[src/hw/rtl/sha256_pkg.sv]
// sha256_pkg: payload structs, round constants and a rotate helper for the hasher
// no dependencies
package sha256_pkg;

    typedef struct packed {
        logic [7:0] data_byte;
        logic       has_byte;
        logic       last_byte;
    } sha_in_t;

    typedef struct packed {
        logic [31:0] digest_word;
        logic [2:0]  word_index;
        logic        last_word;
    } sha_out_t;

    localparam logic [31:0] ROUND_K [64] = '{
        32'h428a2f98, 32'h71374491, 32'hb5c0fbcf, 32'he9b5dba5, 32'h3956c25b, 32'h59f111f1,
        32'h923f82a4, 32'hab1c5ed5, 32'hd807aa98, 32'h12835b01, 32'h243185be, 32'h550c7dc3,
        32'h72be5d74, 32'h80deb1fe, 32'h9bdc06a7, 32'hc19bf174, 32'he49b69c1, 32'hefbe4786,
        32'h0fc19dc6, 32'h240ca1cc, 32'h2de92c6f, 32'h4a7484aa, 32'h5cb0a9dc, 32'h76f988da,
        32'h983e5152, 32'ha831c66d, 32'hb00327c8, 32'hbf597fc7, 32'hc6e00bf3, 32'hd5a79147,
        32'h06ca6351, 32'h14292967, 32'h27b70a85, 32'h2e1b2138, 32'h4d2c6dfc, 32'h53380d13,
        32'h650a7354, 32'h766a0abb, 32'h81c2c92e, 32'h92722c85, 32'ha2bfe8a1, 32'ha81a664b,
        32'hc24b8b70, 32'hc76c51a3, 32'hd192e819, 32'hd6990624, 32'hf40e3585, 32'h106aa070,
        32'h19a4c116, 32'h1e376c08, 32'h2748774c, 32'h34b0bcb5, 32'h391c0cb3, 32'h4ed8aa4a,
        32'h5b9cca4f, 32'h682e6ff3, 32'h748f82ee, 32'h78a5636f, 32'h84c87814, 32'h8cc70208,
        32'h90befffa, 32'ha4506ceb, 32'hbef9a3f7, 32'hc67178f2
    };

    localparam logic [31:0] INIT_HASH [8] = '{
        32'h6a09e667, 32'hbb67ae85, 32'h3c6ef372, 32'ha54ff53a,
        32'h510e527f, 32'h9b05688c, 32'h1f83d9ab, 32'h5be0cd19
    };

    localparam logic [7:0] PAD_BYTE   = 8'h80;
    localparam logic [5:0] LEN_OFFSET = 6'd56;

    function automatic logic [31:0] rotr(input logic [31:0] x, input int n);
        rotr = (x >> n) | (x << (32 - n));
    endfunction

endpackage

[src/hw/rtl/sha256_stream_hasher_unit.sv]
// sha256_stream_hasher_unit: streaming sha-256 / sha256d hasher top level
// depends on sha256_pkg
// rate: one byte word a cycle while the buffer fills; a full block stalls input through load,
// rounds and update; a last word adds padding one byte at a time up to 56, the length bytes and
// another compression, a second block (pad to 64, compress, pad to 56, compress) when fill > 55,
// and a second hash in double mode; the digest then leaves as 8 words, one a cycle unless stalled
// reset: rst_n async low, chaining state to initial values, counters cleared, no clearing
// pass (buffer and schedule memories are written before read)
module sha256_stream_hasher_unit
    import sha256_pkg::*;
(
    input  logic     clk,
    input  logic     rst_n,
    input  logic     in_valid,
    output logic     in_stall,
    input  sha_in_t  in_data,
    output logic     out_valid,
    input  logic     out_stall,
    output sha_out_t out_data,
    input  logic     cfg_valid,
    output logic     cfg_ready,
    input  logic     cfg_data
);

    typedef enum logic [6:0] {
        ST_IDLE  = 7'b0000001,
        ST_PAD   = 7'b0000010,
        ST_LOAD  = 7'b0000100,
        ST_ROUND = 7'b0001000,
        ST_UPD   = 7'b0010000,
        ST_DBL   = 7'b0100000,
        ST_OUT   = 7'b1000000
    } state_t;

    // block buffer memory: 16 words of 32 bits, byte-lane writes
    logic [31:0] buf_mem [16];
    // schedule memory: 16 words, rolling window
    logic [31:0] sch_mem [16];

    state_t      state_reg, state_next;
    logic        dbl_reg;
    logic [31:0] hv_reg [8];
    logic [31:0] rv_reg [8];
    logic [6:0]  fill_reg;        // bytes in buffer, 0..63; 64 marks the length phase
    logic [60:0] total_reg;
    logic [6:0]  rnd_reg;         // load/round counter
    logic        final_reg;       // this block ends the message
    logic        second_reg;      // doing second pass of sha256d
    logic        pad80_reg;       // 0x80 already placed, rest of padding is zeros
    logic        padpend_reg;     // last byte filled a block, padding starts fresh
    logic [2:0]  oidx_reg;
    logic [31:0] buf_rd_reg;
    logic [31:0] w15_reg, w2_reg, w16_reg, w7_reg;

    // byte write port into the buffer
    logic        bw_en;
    logic [5:0]  bw_addr;
    logic [7:0]  bw_byte;

    assign cfg_ready = (state_reg == ST_IDLE);
    assign in_stall  = (state_reg != ST_IDLE);

    wire take = in_valid && !in_stall;

    logic [6:0] fill_inc;
    assign fill_inc = fill_reg + {6'd0, in_data.has_byte};

    // schedule word: first 16 from buffer, then recurrence
    logic [31:0] s0, s1, w_cur;
    assign s0 = rotr(w15_reg, 7) ^ rotr(w15_reg, 18) ^ (w15_reg >> 3);
    assign s1 = rotr(w2_reg, 17) ^ rotr(w2_reg, 19) ^ (w2_reg >> 10);

    logic [5:0] ri;
    assign ri = rnd_reg[5:0];

    always_comb
    begin
        if (ri < 6'd16)
            w_cur = w16_reg;
        else
            w_cur = w16_reg + s0 + w7_reg + s1;
    end

    // round function
    logic [31:0] t1, t2;
    assign t1 = rv_reg[7] + (rotr(rv_reg[4], 6) ^ rotr(rv_reg[4], 11) ^ rotr(rv_reg[4], 25))
              + ((rv_reg[4] & rv_reg[5]) ^ (~rv_reg[4] & rv_reg[6])) + ROUND_K[ri] + w_cur;
    assign t2 = (rotr(rv_reg[0], 2) ^ rotr(rv_reg[0], 13) ^ rotr(rv_reg[0], 22))
              + ((rv_reg[0] & rv_reg[1]) ^ (rv_reg[0] & rv_reg[2]) ^ (rv_reg[1] & rv_reg[2]));

    always_ff @(posedge clk)
    begin
        if (bw_en)
        begin
            case (bw_addr[1:0])
                2'd0:    buf_mem[bw_addr[5:2]][31:24] <= bw_byte;
                2'd1:    buf_mem[bw_addr[5:2]][23:16] <= bw_byte;
                2'd2:    buf_mem[bw_addr[5:2]][15:8]  <= bw_byte;
                default: buf_mem[bw_addr[5:2]][7:0]   <= bw_byte;
            endcase
        end
        buf_rd_reg <= buf_mem[rnd_reg[3:0]];
    end

    // schedule memory: load copies buffer words, rounds write back new w
    always_ff @(posedge clk)
    begin
        if (state_reg == ST_LOAD && rnd_reg != 7'd0)
            sch_mem[4'(rnd_reg - 7'd1)] <= buf_rd_reg;
        else if (state_reg == ST_ROUND && ri >= 6'd16)
            sch_mem[ri[3:0]] <= w_cur;
    end

    // operands for the next round, read one round ahead; during load word 0 for round 0
    logic [5:0] nr;
    assign nr = (state_reg == ST_ROUND) ? ri + 6'd1 : 6'd0;
    always_ff @(posedge clk)
    begin
        // w[nr-2] is w[ri-1], written at the previous edge, so it is already in memory
        w15_reg <= sch_mem[4'(nr - 6'd15)];
        w16_reg <= sch_mem[nr[3:0]];
        w7_reg  <= sch_mem[4'(nr - 6'd7)];
        w2_reg  <= sch_mem[4'(nr - 6'd2)];
    end

    // digest byte stream for double mode, and padding bytes
    logic [31:0] hsel;
    assign hsel = hv_reg[rnd_reg[4:2]];

    logic [63:0] bits;
    assign bits = {total_reg, 3'b000};

    always_comb
    begin
        bw_en   = 1'b0;
        bw_addr = fill_reg[5:0];
        bw_byte = in_data.data_byte;
        case (state_reg)
            ST_IDLE:
            begin
                bw_en = take && in_data.has_byte;
            end
            ST_PAD:
            begin
                bw_en = 1'b1;
                if (fill_reg[6])
                begin
                    // length bytes 56..63, most significant first
                    bw_addr = LEN_OFFSET + 6'(rnd_reg[2:0]);
                    bw_byte = bits[{~rnd_reg[2:0], 3'b000} +: 8];
                end
                else if (pad80_reg)
                    bw_byte = 8'h00;
                else
                    bw_byte = PAD_BYTE;
            end
            ST_DBL:
            begin
                bw_en   = 1'b1;
                bw_addr = rnd_reg[5:0];
                case (rnd_reg[1:0])
                    2'd0:    bw_byte = hsel[31:24];
                    2'd1:    bw_byte = hsel[23:16];
                    2'd2:    bw_byte = hsel[15:8];
                    default: bw_byte = hsel[7:0];
                endcase
            end
            default: bw_en = 1'b0;
        endcase
    end

    // state and counter registers; in ST_PAD, fill_reg[6] set means the length phase
    always_ff @(posedge clk or negedge rst_n)
    begin
        if (!rst_n)
        begin
            state_reg   <= ST_IDLE;
            dbl_reg     <= 1'b0;
            fill_reg    <= '0;
            total_reg   <= '0;
            rnd_reg     <= '0;
            final_reg   <= 1'b0;
            second_reg  <= 1'b0;
            pad80_reg   <= 1'b0;
            padpend_reg <= 1'b0;
            oidx_reg    <= '0;
            for (int i = 0; i < 8; i++)
            begin
                hv_reg[i] <= INIT_HASH[i];
                rv_reg[i] <= '0;
            end
        end
        else
        begin
            state_reg <= state_next;
            if (cfg_valid && cfg_ready)
                dbl_reg <= cfg_data;
            case (state_reg)
                ST_IDLE:
                begin
                    if (take)
                    begin
                        rnd_reg   <= '0;
                        pad80_reg <= 1'b0;
                        if (in_data.has_byte)
                            total_reg <= total_reg + 61'd1;
                        if (fill_inc == 7'd64)
                        begin
                            // full block, padding (if last) goes in the next one
                            fill_reg    <= '0;
                            padpend_reg <= in_data.last_byte;
                        end
                        else
                            fill_reg <= fill_inc;
                    end
                end
                ST_PAD:
                begin
                    if (!fill_reg[6])
                    begin
                        pad80_reg   <= 1'b1;
                        padpend_reg <= 1'b0;
                        if (fill_reg[5:0] == 6'd63)
                        begin
                            // no room for the length, compress and continue in a fresh block
                            fill_reg <= '0;
                            rnd_reg  <= '0;
                        end
                        else if (fill_reg[5:0] == LEN_OFFSET - 6'd1)
                        begin
                            fill_reg <= 7'd64;
                            rnd_reg  <= '0;
                        end
                        else
                            fill_reg <= fill_reg + 7'd1;
                    end
                    else
                    begin
                        rnd_reg <= rnd_reg + 7'd1;
                        if (rnd_reg[2:0] == 3'd7)
                        begin
                            rnd_reg   <= '0;
                            fill_reg  <= '0;
                            final_reg <= 1'b1;
                        end
                    end
                end
                ST_LOAD:
                begin
                    rnd_reg <= rnd_reg + 7'd1;
                    if (rnd_reg == 7'd16)
                    begin
                        rnd_reg <= '0;
                        for (int i = 0; i < 8; i++)
                            rv_reg[i] <= hv_reg[i];
                    end
                end
                ST_ROUND:
                begin
                    rnd_reg <= rnd_reg + 7'd1;
                    rv_reg[7] <= rv_reg[6];
                    rv_reg[6] <= rv_reg[5];
                    rv_reg[5] <= rv_reg[4];
                    rv_reg[4] <= rv_reg[3] + t1;
                    rv_reg[3] <= rv_reg[2];
                    rv_reg[2] <= rv_reg[1];
                    rv_reg[1] <= rv_reg[0];
                    rv_reg[0] <= t1 + t2;
                end
                ST_UPD:
                begin
                    for (int i = 0; i < 8; i++)
                        hv_reg[i] <= hv_reg[i] + rv_reg[i];
                    rnd_reg  <= '0;
                    fill_reg <= '0;
                end
                ST_DBL:
                begin
                    rnd_reg <= rnd_reg + 7'd1;
                    if (rnd_reg == 7'd31)
                    begin
                        for (int i = 0; i < 8; i++)
                            hv_reg[i] <= INIT_HASH[i];
                        fill_reg    <= 7'd32;
                        total_reg   <= 61'd32;
                        rnd_reg     <= '0;
                        second_reg  <= 1'b1;
                        final_reg   <= 1'b0;
                        pad80_reg   <= 1'b0;
                        padpend_reg <= 1'b0;
                    end
                end
                ST_OUT:
                begin
                    if (!out_stall)
                    begin
                        oidx_reg <= oidx_reg + 3'd1;
                        if (oidx_reg == 3'd7)
                        begin
                            for (int i = 0; i < 8; i++)
                                hv_reg[i] <= INIT_HASH[i];
                            fill_reg    <= '0;
                            total_reg   <= '0;
                            second_reg  <= 1'b0;
                            pad80_reg   <= 1'b0;
                            padpend_reg <= 1'b0;
                            final_reg   <= 1'b0;
                        end
                    end
                end
                default: ;
            endcase
        end
    end

    always_comb
    begin
        state_next = state_reg;
        case (state_reg)
            ST_IDLE:
            begin
                if (take && in_data.has_byte && fill_reg == 7'd63)
                    state_next = ST_LOAD;
                else if (take && in_data.last_byte)
                    state_next = ST_PAD;
            end
            ST_PAD:
            begin
                if (!fill_reg[6] && fill_reg[5:0] == 6'd63)
                    state_next = ST_LOAD;
                else if (fill_reg[6] && rnd_reg[2:0] == 3'd7)
                    state_next = ST_LOAD;
            end
            ST_LOAD:  if (rnd_reg == 7'd16) state_next = ST_ROUND;
            ST_ROUND: if (rnd_reg == 7'd63) state_next = ST_UPD;
            ST_UPD:
            begin
                if (final_reg)
                begin
                    if (dbl_reg && !second_reg)
                        state_next = ST_DBL;
                    else
                        state_next = ST_OUT;
                end
                else if (pad80_reg || padpend_reg)
                    state_next = ST_PAD;
                else
                    state_next = ST_IDLE;
            end
            ST_DBL:   if (rnd_reg == 7'd31) state_next = ST_PAD;
            ST_OUT:   if (!out_stall && oidx_reg == 3'd7) state_next = ST_IDLE;
            default:  state_next = ST_IDLE;
        endcase
    end

    assign out_valid            = (state_reg == ST_OUT);
    assign out_data.digest_word = hv_reg[oidx_reg];
    assign out_data.word_index  = oidx_reg;
    assign out_data.last_word   = (oidx_reg == 3'd7);

`ifndef SYNTH
    a_no_take_busy: assert property (@(posedge clk) disable iff (!rst_n)
        state_reg != ST_IDLE |-> in_stall) else $error("input taken while busy");
    a_fill_range: assert property (@(posedge clk) disable iff (!rst_n)
        state_reg == ST_IDLE |-> fill_reg < 7'd64) else $error("fill out of range");
    a_out_order: assert property (@(posedge clk) disable iff (!rst_n)
        out_valid && !out_stall && oidx_reg != 3'd7 |=> out_valid)
        else $error("digest words interrupted");
    a_onehot: assert property (@(posedge clk) disable iff (!rst_n)
        $onehot(state_reg)) else $error("state not one-hot");
`endif

endmodule

[config.mk]
export PLATFORM = sky130hd
export DESIGN_NAME = sha256_stream_hasher_unit
export DESIGN_NICKNAME = d
export VERILOG_FILES = /design/src/hw/rtl/sha256_pkg.sv /design/src/hw/rtl/sha256_stream_hasher_unit.sv
export SDC_FILE = /design/constraint.sdc
export NUM_CORES = 2
export LEC_CHECK = 0
export ABC_CLOCK_PERIOD_IN_PS = 24900
export BUFFER_PORTS_ARGS = -buffer_cell sky130_fd_sc_hd__buf_2
export CORE_ASPECT_RATIO = 1.2
export CORE_MARGIN = 1
export CORE_UTILIZATION = 55
export CTS_CLUSTER_SIZE = 25
export DETAILED_ROUTE_END_ITERATION = 16
export PLACE_DENSITY = 0.68
export SLEW_MARGIN = 20
export SYNTH_ARGS = -nofsm -noshare
export SYNTH_HDL_FRONTEND = slang
export SYNTH_SLANG_ARGS = --single-unit
export TNS_END_PERCENT = 50
[constraint.sdc]
create_clock -name clk -period 24.9 [get_ports clk]
set_clock_uncertainty 0.1 [all_clocks]
set_input_delay 7.47 -clock clk [delete_from_list [all_inputs] [get_ports clk]]
set_output_delay 7.47 -clock clk [all_outputs]
set_load 0.005 [all_outputs]
==> summary.md <==
| Metric | Value |
|---|---|
| Crit path capture | `rv_reg[255]` |
| Drt first pass iters | `8` |
| R2R setup slack | `13.37 ns` |
| Yosys warnings | `0` |
| Initial antenna violation count | `18` |
| Die height | `490 um` |
| Fraction of registers with async set/reset | `33.7%` |
| Worst slew margin | `18.5%` |
| Final Hold Vio Count | `0` |
| Sequential share of the synthesized area | `approximately 45%` |
| Remaining DRCs | `0` |
| CP Launch Point | `w15_reg[27]` |
| Max Cap Viol | `0` |
| First-pass GRT wire length | `553000 um` |
| Via count | `82.9k` |
| Drt total wl | `382000 um` |
| Clock Path Buffers | `3` |
| Top Usage Layer GRT | `met2` |
| R2R Path End | `rv_reg[255]` |
| Met1 usage | `45.4%` |
| Post-synth cell types | `101` |
| GPL Wtd Cong | `1.02` |
| CTS tree | `done` |
| Status | `completed` |
| Post-synth EDFFs | `slightly above 1k` |
| 1st-iter DRT viols | `just over 9k` |
| H-tree Lvls | `4` |
| Worst Tran Pin Value | `1.21 ns` |
| Syn avg cell area | `between 10 and 15 um^2` |
| Layout cells sized above 1 | `between 10% and 20%` |
| Die area | `200000 um^2` |
| DRT antenna net count | `0` |
| Critical R2R Launch | `w15_reg[27]` |
| Starting Density | `55.5%` |
| TritonCTS buffer count | `187` |
| Total GRT Usage | `37.7%` |
| Hold Path Class | `flop to flop` |
| Clock sinks | `1786` |
| Drt wl/cell | `30.5 um` |
| CP endpoint kind | `flop` |
| Via-to-Cell Ratio | `6.63` |
| GRT overflow | `0` |
| Synth Flop Type | `edfxtp_1` |
| FP Rows | `178` |
| CP peak stage delay | `0.85 ns` |
| Cell area after synthesis | `between 100000 and 150000 um^2` |
| M3 GR Usage | `6.16%` |
| CTS root buf | `clkbuf_16` |
| Worst-skew pair later-pin latency | `roughly 0.9 ns` |
| Cell count after synthesis | `between 9k and 10k` |
| Final nets | `slightly above 10k` |
| Worst path arrival time | `12.17 ns` |
| Setup TNS | `0 ns` |
| Cts hold-fix bufs | `0` |
| Worst Setup Path Type | `flop to flop` |
| Post-CTS sizing | `0` |
| Largest net degree at the start of global routing | `148` |
| Fraction of the cycle the final worst path needs | `46.3%` |
| Highest net fanout along the worst path | `6` |
| CTS clk-pin slew, worst paths | `0.06 ns` |
| Vias in the first global route | `81.9k` |
| Worst r2r path cells | `46` |
| Input/output buffers | `54` |
| Routing usage on met2 | `61.4%` |
| RSZ-0062 raised after global routing | `no` |
| Max Slew Vio Count | `0` |
| DIE WIDTH | `~410 um` |
| Count of final setup violators | `0` |
| Syn-to-layout area delta | `9.12%` |
| Setup Fix Bufs, Post-CTS | `0` |
| Post-DP HPWL | `262000 um` |
| Core Area | `197000 um^2` |
| WP data required | `25.54 ns` |
| Fmax | `86.7 MHz` |
| Slowest CP cell | `a21oi_1` |
| Syn_nets | `between 10k and 15k` |
| # IOs | `55` |
| Tmin final | `11.53 ns` |
| CP Launch Type | `flop` |
| Synth Register Bits | `1786` |
-- synthesized netlist by cell type (all sizes together) (21+ instances only) --
| master | count | share of area, % |
|---|---|---|
| edfxtp | 1024 | 28 |
| a21oi | 854 | 3.9 |
| nand2 | 836 | 2.9 |
| nor2 | 834 | 2.9 |
| mux2i | 554 | 5.1 |
| o21ai | 470 | 2.2 |
| dfrtp | 465 | 11 |
| inv | 461 | 1.6 |
| clkbuf | 452 | 1.6 |
| mux4 | 441 | 9.1 |
| ha | 411 | 4.7 |
| xnor2 | 342 | 2.7 |
| xor2 | 285 | 2.3 |
| a21o | 220 | 1.5 |
| fa | 196 | 3.6 |
| nand3 | 190 | 0.88 |
| dfxtp | 160 | 2.9 |
| a211oi | 152 | 1.0 |
| dfstp | 137 | 3.3 |
| buf | 136 | 0.61 |
| and3 | 110 | 0.63 |
| nor3 | 108 | 0.50 |
| mux2 | 79 | 0.82 |
| a31oi | 68 | 0.39 |
| nor2b | 64 | 0.37 |
| o21bai | 63 | 0.43 |
| nand2b | 61 | 0.35 |
| a311oi | 53 | 0.43 |
| or3 | 49 | 0.28 |
| o211ai | 46 | 0.32 |
| o22ai | 45 | 0.26 |
| o31ai | 44 | 0.30 |
| o21a | 41 | 0.28 |
| nand4 | 40 | 0.23 |
| a22oi | 27 | 0.19 |
| a21boi | 21 | 0.14 |
-- routing by layer --
metal  routed length (um)  part of all wire (%)  vias to the layer above
met5                   80                 0.021                        -
met4                33200                   8.7                       12
met3                29300                   7.7                     1116
met2               182000                    48                     4228
met1               137000                    36                    41600
li1                     -                     -                    35900
-- through the flow --
step	std cells	util (%)	instance area, um^2	worst slack, ns	hold slack [ns]
2_1_floorplan	9852	-	109000	15.15	0.373
3_3_place_gp	12100	57.1	112000	12.38	0.394
3_5_place_dp	12100	57.1	112000	13.17	0.412
4_1_cts	12500	60.5	119000	13.52	0.426
5_1_grt	12500	60.6	119000	12.98	0.438
6_report	12500	60.6	119000	13.37	0.429
-- cells in the final DEF, fill, tap and decap left out, drive strengths merged, types with 68 or more instances in the layout --
| cell | n |
|---|---|
| mux2 | 79 |
| dfstp | 137 |
| nand2 | 836 |
| a21o | 220 |
| a21oi | 854 |
| nor2 | 834 |
| buf | 259 |
| mux2i | 554 |
| xor2 | 285 |
| nand3 | 190 |
| mux4 | 441 |
| o21ai | 470 |
| dfxtp | 160 |
| xnor2 | 342 |
| nor3 | 108 |
| a211oi | 152 |
| dfrtp | 465 |
| fa | 196 |
| clkbuf | 253 |
| and3 | 110 |
| edfxtp | 1024 |
| a31oi | 68 |
| ha | 411 |
| inv | 473 |
-- critical path, delay by kind of cell, from the launching register on --
family	cells	cell delay [ns]
AO/OA/AOI/OAI	17	4.10
XOR/XNOR	6	1.28
adder cells (fa/ha/maj)	9	3.88
buffers and inverters	6	0.45
flip-flops	1	0.43
AND/OR/NAND/NOR	8	1.12
-- final cells by class --
cell class              count  area [um^2]
diodes                      8         20.0
clock buffers             253         5300
clock inverters           103         1390
fillers                 15700        77600
inverters                 463         1750
multi-input cells        7015        56200
flip-flops and latches   1786        49200
well taps                2610         3270
repair buffers            259         1920
-- how the worst min path moves through the flow --
| stage | start | end | slack [ns] | cells after the start |
|---|---|---|---|---|
| after floorplan | padpend_reg | padpend_reg | 0.37 | 2 |
| after global placement | padpend_reg | padpend_reg | 0.39 | 2 |
| after detailed placement | second_reg | second_reg | 0.41 | 2 |
| after CTS | second_reg | second_reg | 0.43 | 2 |
| after global routing | hv_reg[99] | hv_reg[99] | 0.44 | 2 |
| final | hv_reg[147] | hv_reg[147] | 0.43 | 2 |
-- cells by family (layout without fill, tap and decap cells) --
| family | Yosys count | after routing | share of synthesized area, % |
|---|---|---|---|
| muxes | 1074 | 1074 | 15.0 |
| buffers and inverters | 1051 | 1078 | 3.76 |
| AOI/OAI and AO/OA | 2300 | 2300 | 13.0 |
| DFF | 1786 | 1786 | 45.1 |
| other | 0 | 8 | 0 |
| adders and majority gates | 611 | 611 | 8.34 |
| and+or+nand+nor | 2403 | 2403 | 9.78 |
| xor gates and xnor gates | 627 | 627 | 5.03 |
Power is not shown: default switching activity piles up to over one toggle a cycle in this logic, so the estimate is an artifact.
